--- config.mk ---
export PLATFORM = sky130hd
export DESIGN_NAME = unsorted_max_priority_queue_core
export DESIGN_NICKNAME = d
export VERILOG_FILES = /design/src/design/upq_pkg.sv /design/src/design/upq_cell.sv /design/src/design/unsorted_max_priority_queue_core.sv
export SDC_FILE = /design/constraint.sdc
export NUM_CORES = 1
export LEC_CHECK = 0
export BUFFER_PORTS_ARGS = -buffer_cell sky130_fd_sc_hd__buf_2
export CORE_MARGIN = 4
export CORE_UTILIZATION = 62
export DETAILED_ROUTE_END_ITERATION = 12
export HOLD_SLACK_MARGIN = 0.05
export PLACE_DENSITY = 0.83
export SYNTH_ARGS = -nofsm -noshare
export SYNTH_HDL_FRONTEND = slang
export SYNTH_SLANG_ARGS = --single-unit
export TNS_END_PERCENT = 30
--- constraint.sdc ---
create_clock -name clk -period 11.42 [get_ports clk]
set_input_delay 2.284 -clock clk [delete_from_list [all_inputs] [get_ports clk]]
set_output_delay 2.284 -clock clk [all_outputs]
set_load 0.05 [all_outputs]
--- src/design/upq_pkg.sv ---
// ----------------------------------------------------------------------------
// upq_pkg: shared types and constants for the unsorted max priority queue
// Entry, request and response words, command and status codes, cell ops.
// ----------------------------------------------------------------------------
package upq_pkg;

  localparam int DEPTH = 16;
  localparam int IDXW  = $clog2(DEPTH);
  localparam int CNTW  = $clog2(DEPTH + 1);

  localparam logic CMD_PUSH = 1'b0;
  localparam logic CMD_POP  = 1'b1;

  localparam logic [1:0] STAT_OK    = 2'd0;
  localparam logic [1:0] STAT_EMPTY = 2'd1;
  localparam logic [1:0] STAT_FULL  = 2'd2;

  typedef struct packed {
    logic               command;
    logic signed [31:0] value;
    logic signed [31:0] priority_req;
  } upq_req_t;

  typedef struct packed {
    logic        [1:0]  status;
    logic signed [31:0] out_value;
    logic signed [31:0] out_priority;
  } upq_rsp_t;

  typedef struct packed {
    logic signed [31:0] value;
    logic signed [31:0] prio;
  } upq_entry_t;

  typedef enum logic [1:0] {
    CELL_HOLD,
    CELL_SHIFT,
    CELL_LOAD
  } upq_cell_op_t;

  typedef enum logic [1:0] {
    S_IDLE,
    S_SCAN,
    S_CLOSE
  } upq_state_t;

endpackage

--- src/design/upq_cell.sv ---
// ----------------------------------------------------------------------------
// upq_cell: one storage cell of the queue chain
// Holds one entry; takes the neighbor's entry on shift or a new entry on load.
// ----------------------------------------------------------------------------
module upq_cell (
  input  logic                 clk,
  input  upq_pkg::upq_cell_op_t op,
  input  upq_pkg::upq_entry_t  load_data,
  input  upq_pkg::upq_entry_t  next_data,
  output upq_pkg::upq_entry_t  data
);
  import upq_pkg::*;

  always_ff @(posedge clk) begin
    case (op)
      CELL_SHIFT: data <= next_data;
      CELL_LOAD:  data <= load_data;
      default:    data <= data;
    endcase
  end

endmodule

--- src/design/unsorted_max_priority_queue_core.sv ---
// ----------------------------------------------------------------------------
// unsorted_max_priority_queue_core: max priority queue on a ring of cells
// Push: done follows start in the next cycle. Pop on empty: likewise.
// Pop: S_SCAN rotates the ring one full turn past one comparator, then S_CLOSE
// closes the gap and sets done (registered); no new word is taken until S_IDLE.
// Reset (rst, synchronous): queue empty, controller idle, no result pending.
// Results carry no backpressure: done is a one-cycle strobe.
// ----------------------------------------------------------------------------
module unsorted_max_priority_queue_core (
  input  logic              clk,
  input  logic              rst,
  input  logic              start,
  input  upq_pkg::upq_req_t request,
  output logic              busy,
  output logic              done,
  output upq_pkg::upq_rsp_t response
);
  import upq_pkg::*;

  upq_state_t          state, state_next;
  logic [IDXW-1:0]     step, step_next;
  logic [CNTW-1:0]     count, count_next;
  logic [IDXW-1:0]     best_idx, best_idx_next;
  upq_entry_t          best, best_next;
  logic                done_next;
  upq_rsp_t            response_next;
  logic                push_en, rotate, close;
  upq_entry_t          push_data;
  upq_entry_t          cell_data [DEPTH];
  upq_cell_op_t        cell_op [DEPTH];

  assign push_data.value = request.value;
  assign push_data.prio  = request.priority_req;
  assign busy            = (state != S_IDLE);

  for (genvar i = 0; i < DEPTH; i++) begin : g_cell
    localparam int NB = (i + 1) % DEPTH;

    always_comb begin
      if (push_en && (count[IDXW-1:0] == IDXW'(i))) begin
        cell_op[i] = CELL_LOAD;
      end else if (rotate) begin
        cell_op[i] = CELL_SHIFT;
      end else if (close && (IDXW'(i) >= best_idx)) begin
        cell_op[i] = CELL_SHIFT;
      end else begin
        cell_op[i] = CELL_HOLD;
      end
    end

    upq_cell u_cell (
      .clk       (clk),
      .op        (cell_op[i]),
      .load_data (push_data),
      .next_data (cell_data[NB]),
      .data      (cell_data[i])
    );
  end

  always_ff @(posedge clk) begin
    if (rst) begin
      state <= S_IDLE;
      count <= '0;
      done  <= 1'b0;
    end else begin
      state <= state_next;
      count <= count_next;
      done  <= done_next;
    end
    step     <= step_next;
    best_idx <= best_idx_next;
    best     <= best_next;
    response <= response_next;
  end

  always_comb begin
    state_next    = state;
    step_next     = step;
    count_next    = count;
    best_idx_next = best_idx;
    best_next     = best;
    done_next     = 1'b0;
    response_next = response;
    push_en       = 1'b0;
    rotate        = 1'b0;
    close         = 1'b0;
    unique case (state)
      S_IDLE: begin
        if (start) begin
          response_next.status       = STAT_OK;
          response_next.out_value    = '0;
          response_next.out_priority = '0;
          if (request.command == CMD_PUSH) begin
            done_next = 1'b1;
            if (count == CNTW'(DEPTH)) begin
              response_next.status = STAT_FULL;
            end else begin
              push_en    = 1'b1;
              count_next = count + 1'b1;
            end
          end else if (count == '0) begin
            done_next            = 1'b1;
            response_next.status = STAT_EMPTY;
          end else begin
            step_next  = '0;
            state_next = S_SCAN;
          end
        end
      end
      S_SCAN: begin
        rotate = 1'b1;
        // cell 0 shows the entry with original index step
        if ((step == '0) ||
            ((CNTW'(step) < count) && (cell_data[0].prio > best.prio))) begin
          best_next     = cell_data[0];
          best_idx_next = step;
        end
        if (step == IDXW'(DEPTH - 1)) begin
          state_next = S_CLOSE;
        end else begin
          step_next = step + 1'b1;
        end
      end
      S_CLOSE: begin
        close                      = 1'b1;
        count_next                 = count - 1'b1;
        done_next                  = 1'b1;
        response_next.status       = STAT_OK;
        response_next.out_value    = best.value;
        response_next.out_priority = best.prio;
        state_next                 = S_IDLE;
      end
      default: begin
        state_next = S_IDLE;
      end
    endcase
  end

endmodule

==> run_results.csv, run 1 <==
group,metric,value,unit
power,ir_worst_vdd,0.2673,mV
place,dp_slack,5919,ps
setup_path,cp_max_fo,65,
sta,finalCriticalPeriod,4852,ps
clock_network,path_clk_slew,60,ps
power,p_leak,0.01841,µW
grt,grtUsageMet3,4.479,%
grt,antenna_found_initial,5,
min_path,hp-class,"reg -> reg",
power,p_switching,3997,µW
die,num_rows,103,
clock_network,cts_tree,"built",
synth,synth_edf_count,1162,
clock_network,cts_hold_buffers,0,
layout,drive_above_1_share,47.49,%
route,totalWireLength,101900,µm
power,p_sw_share,28.77,%
route,vias_per_cell,6.197,
setup_path,critPathCaptureType,"flop",
sta,fmax,0.2061,GHz
synth,ys_types,50,
grt,grt_pass1_wl,156200,µm
setup_path,critPathRequiredTime,11700,ps
clock_network,postCtsSetupBuffers,0,
clock_network,cts_made_buffers,111,
grt,grtUsageMet1,33.89,%
synth,syn-cell-area,49650,µm²
die,fp.dieH,291.0,µm
grt,grt_max_degree,67,
layout,post-route-util,68.88,%
clock_network,ctsResizeCount,0,
setup_path,critPathKind,"in -> reg",
sta,worst_slack,6568,ps
die,core-area,79130,µm²
sta,tns,0,ps
outcome,status,"completed",
route,ant_nets,0,
route,num_vias,24400,
layout,num-nets-final,2904,
clock_network,clk_latency,670,ps
sta,relSlewSlack,14.43,%
clock_network,clock_path_buffers,3,
clock_network,cts_htree_levels,3,
synth,synth_cells,2714,
sta,setup_viol_count_final,0,
sta,rsz0062_at_grt,"no",
clock_network,clock_sinks,1170,
sta,worstMarginPinSlew,1284,ps
power,p_clk_share,25.9,%
setup_path,critPathLaunchType,"input port",
synth,synthArstFlopShare,0,%
die,die_w,291.0,µm
sta,drv_slew,0,
route,drt_first_pass_iters,6,
synth,synth-seq-cells,1170,
layout,ff_latch_area,35050,µm²
power,power_frac_comb,21.8,%
power,p_int,9896,µW
grt,globalRouteOverflowTotal,0,
die,dieArea,84670,µm²
place,gp_congestion,0.7991,
synth,yosysWarningCount,0,
sta,final-hold-violation-count,0,
layout,area_growth,9.791,%
synth,synthTopCellsByArea,"edfxtp_1 70%, mux2_2 23%, ha_1 1.1%, buf_4 0.62%, clkbuf_1 0.62%",
synth,yosys.area.top_type,"edfxtp_1",
sta,skew,24.92,ps
grt,met2_usage,38.17,%
grt,grt_usage,23.67,%
power,p_per_area,254.9,nW/µm²
synth,avgSynthCellArea,18.29,µm²
layout,num-fill-cells,4781,
power,seqPwrFrac,52.3,%
place,portBuffers,135,
place,dpl.hpwl,53310,µm
synth,synth_nets,2826,
setup_path,critPathArrivalTime,5130,ps
layout,multi_input_area,13640,µm²
route,wl_per_cell,25.88,µm
synth,seq_area_frac_synth,70.61,%
job,cap_violations,0,
synth,synth.top_cell.area_share,70.28,%
grt,grt_pass1_vias,25610,
grt,busiest_layer,"met2",
die,start_util,62.74,%
synth,ys.flop_type,"edfxtp_1",
clock_network,ctsRootBufferMaster,"clkbuf_16",
sta,post-route-period-util,42.49,%
route,drc,0,
route,drt_iter0_drc,2370,
die,io_pins,136,
==> kinds of logic (layout without fill, tap and decap cells) <==
kind of cell,after synthesis,count (layout),synth area share (%)
other cells,0,3,0
buf+inv,235,406,2.440
fa+ha+maj,44,44,1.124
mux,1024,1024,23.23
simple gates,176,176,1.772
xor+xnor,5,5,0.08822
compound gates,60,60,0.7435
flops,1170,1170,70.61
==> power groups by stage <==
stage	logic (µW)	clock network, µW	registers (µW)
2_1_floorplan	1860	0	7470
3_3_place_gp	2890	0	7280
3_5_place_dp	3030	0	7330
4_1_cts	3060	3630	7270
5_1_grt	3260	3820	7370
6_report	3030	3600	7260
==> state kept, by name, summed over array words and instances, names as in the netlist <==
signal              flops
g_cell.u_cell.data   1024
response               66
best                   64
count                   5
best_idx                4
step                    4
state                   2
done                    1
==> through the flow <==
| step | power (µW) | cell area, µm² | cells | hold slack, ps |
|---|---|---|---|---|
| floorplan | 9331 | 49650 | 2714 | 420.4 |
| global placement | 10170 | 51000 | 3729 | 440.9 |
| detailed placement | 10360 | 51000 | 3729 | 430.8 |
| CTS | 13950 | 54500 | 3935 | 443.5 |
| global route | 14450 | 54500 | 3935 | 461.3 |
| finish | 13890 | 54510 | 3938 | 439.7 |
==> path summary, 6_finish.rpt <==
check / from / to / slack, ps / cells after the start
setup / recovery: start / g_cell[5].u_cell.data[35] / 6570 / 7
hold / removal: g_cell[0].u_cell.data[51] / best[51] / 440 / 0
setup reg to reg: g_cell[0].u_cell.data[31] / best[49] / 7100 / 7
hold reg to reg: g_cell[0].u_cell.data[51] / best[51] / 440 / 0
==> cell type report <==
class / instances / share of cell area (%)
Clock buffer: 140 / 5.413
Antenna cell: 3 / 0.01377
Clock inverter: 66 / 1.008
Tap cell: 1050 / 2.410
Inverter: 45 / 0.3099
Timing Repair Buffer: 155 / 1.515
Multi-Input combinational cell: 1309 / 25.02
Sequential cell: 1170 / 64.31
==> Yosys cell counts, types with 15 or more instances <==
cell type and count:
buf_2 50, buf_6 15, mux2_2 1024, a21oi_1 29, buf_4 41, nand2_1 30
nor2_1 61, and2_1 36, inv_1 42, ha_1 43, clkbuf_1 82, edfxtp_1 1162
==> layout by cell type, fill, tap and decap left out, types with 3 or more instances in the layout <==
cell and instances:
a211o_4 3, a211oi_1 3, a21oi_1 29, and2_1 36, buf_2 135, buf_4 20, bufinv_16 9, clkbuf_1 26
clkbuf_16 114, clkinv_1 31, clkinv_2 21, clkinvlp_4 3, dfxtp_1 8, diode_2 3, edfxtp_1 1162, ha_1 42
inv_1 42, inv_6 3, mux2_2 1024, nand2_1 19, nand2_4 11, nand3_1 9, nand3_4 3, nand4_1 8
nor2_1 55, nor2_4 6, nor3_1 6, nor4_1 3, o21ai_0 8, or3_4 3, xnor2_1 3
==> worst max-delay path, stage by stage <==
cell	delay, ps
buf_2	100
nand2_2	160
nor2_2	230
nand3_1	340
nor2_4	190
buf_4	810
or3_4	950
==> per-layer routing <==
| layer | wire length, µm | share of wire [%] |
|---|---|---|
| met5 | 12 | 0.012 |
| met4 | 1989 | 2.0 |
| met3 | 7285 | 7.1 |
| met2 | 49090 | 48 |
| met1 | 43520 | 43 |
(Power assumes the default switching activity.)
==> run 2: changes to the inputs <==
==> constraint.sdc (replaced) <==
create_clock -name clk -period 4.7 [get_ports clk]
set_input_delay 0.94 -clock clk [delete_from_list [all_inputs] [get_ports clk]]
set_output_delay 0.94 -clock clk [all_outputs]
set_load 0.05 [all_outputs]
==> run_results.csv, run 2 (synthesized netlist as in run 1, its figures left out) <==
group,metric,value,unit
layout,final_common_cell,"edfxtp_1",
clock_network,cts_made_buffers,111,
setup_path,crit_slowest_cell,"nor4_1",
grt,antenna_found_initial,11,
sta,relSlewSlack,18.47,%
sta,fmax,0.2795,GHz
setup_path,path_buf_inv,1,
sta,drv_slew,0,
clock_network,postCtsSetupBuffers,0,
route,ant_nets,0,
min_path,hp-class,"reg -> reg",
layout,area_growth,10.90,%
sta,skew,28.02,ps
layout,top_register,"g_cell.u_cell.data",
die,dieArea,84670,µm²
route,vias_per_cell,6.364,
outcome,status,"completed",
setup_path,critPathLaunchType,"flop",
route,drc,0,
sta,setup_viol_count_final,0,
power,ir_worst_vdd,0.5323,mV
grt,globalRouteOverflowTotal,0,
layout,reg_top3,"g_cell.u_cell.data (1024), response (66), best (64)",
setup_path,critPathRequiredTime,4990,ps
place,dpl.hpwl,58000,µm
route,totalWireLength,110400,µm
clock_network,ctsResizeCount,0,
clock_network,path_clk_slew,60,ps
setup_path,critPathCaptureType,"flop",
clock_network,cts_hold_buffers,0,
setup_path,cp_max_fo,35,
sta,worst_slack,1123,ps
setup_path,reg2reg_setup_slack,1120,ps
layout,final_area,55060,µm²
place,gp_congestion,0.8364,
place,dp_slack,1006,ps
route,drt_first_pass_iters,7,
power,power,34500,µW
grt,grt_pass1_vias,26110,
clock_network,cts_htree_levels,3,
die,num_rows,103,
setup_path,slowest_delay,790,ps
sta,post-route-period-util,76.11,%
clock_network,ctsRootBufferMaster,"clkbuf_16",
clock_network,cts_tree,"built",
layout,layout_common_cells,"1162 x edfxtp_1, 1024 x mux2_2, 135 x buf_2",
die,die_w,291.0,µm
place,placed_area,51420,µm²
layout,num-nets-final,2932,
sta,finalCriticalPeriod,3577,ps
setup_path,critPathArrivalTime,3870,ps
sta,tns,0,ps
sta,rsz0062_at_grt,"no",
route,wl_per_cell,27.77,µm
setup_path,critPathKind,"reg -> reg",
route,drt_iter0_drc,2622,
die,io_pins,136,
die,fp.dieH,291.0,µm
job,cap_violations,0,
setup_path,crit_family,"simple AND/OR/NAND/NOR gates",
power,p_per_area,626.6,nW/µm²
sta,final-hold-violation-count,0,
layout,largest_reg_flops,1024,
layout,drive_above_1_share,48.34,%
grt,grt_usage,25.68,%
grt,grt_max_degree,65,
die,core-area,79130,µm²
route,num_vias,25290,
place,portBuffers,135,
clock_network,clk_latency,680,ps
sta,worstMarginPinSlew,1223,ps
clock_network,clock_path_buffers,3,
grt,grt_pass1_wl,165400,µm
die,start_util,62.74,%
clock_network,clock_sinks,1170,
setup_path,crit_chain,"ha_1 -> nand4_1 -> nor4_1 -> o21ai_0 -> a21oi_1 -> o2111ai_1 -> nand3_4 -> buf_4",
power,p_leak,0.01866,µW
run 2: cell count changes in the layout (fill, tap and decap cells not counted), sizes merged:
cell | before | now
bufinv | 9 | 13
clkinvlp | 3 | 6
clkinv | 53 | 52
diode | 3 | 9
inv | 46 | 49
buf | 155 | 183
clkbuf | 140 | 133
run 2: through the flow:
step / cells / utilization, % / hold slack [ps]
finish: 3974 / 69.58 / 442.3
CTS: 3965 / 69.56 / 444.7
global route: 3968 / 69.56 / 458.4
global placement: 3757 / 64.98 / 425.5
detailed placement: 3757 / 64.98 / 433.0
floorplan: 2714 / - / 420.4
run 2: final timing paths:
path / endpoint / start / depth (start not counted)
worst min register to register: best[41] / g_cell[0].u_cell.data[41] / 0
worst max-delay path: best[57] / g_cell[0].u_cell.data[14] / 8
worst max register to register: best[57] / g_cell[0].u_cell.data[14] / 8
worst min-delay path: best[41] / g_cell[0].u_cell.data[41] / 0
run 2: final cells by class:
type | instances | area, µm²
Clock buffer | 133 | 2860
Tap cell | 1050 | 1314
Inverter | 45 | 168.9
Clock inverter | 75 | 759.5
Multi-Input combinational cell | 1309 | 13660
Antenna cell | 9 | 22.52
Timing Repair Buffer | 183 | 1224
Sequential cell | 1170 | 35050
Fill cell | 4680 | 24070
run 2: where the power goes:
group	switching, µW	leakage (µW)	internal (µW)
logic	5270	0.00602	2730
registers	981	0.0109	16500
clock network	3890	0.00176	5070
run 2: routing by layer:
metal  vias up  track usage [%]  part of all wire, %
met5         -                0                0.010
met4         2            8.319                  3.1
met3       240            4.997                  8.1
met2      1169            41.64                   48
met1     13130            35.62                   40
li1      10750                -                    -
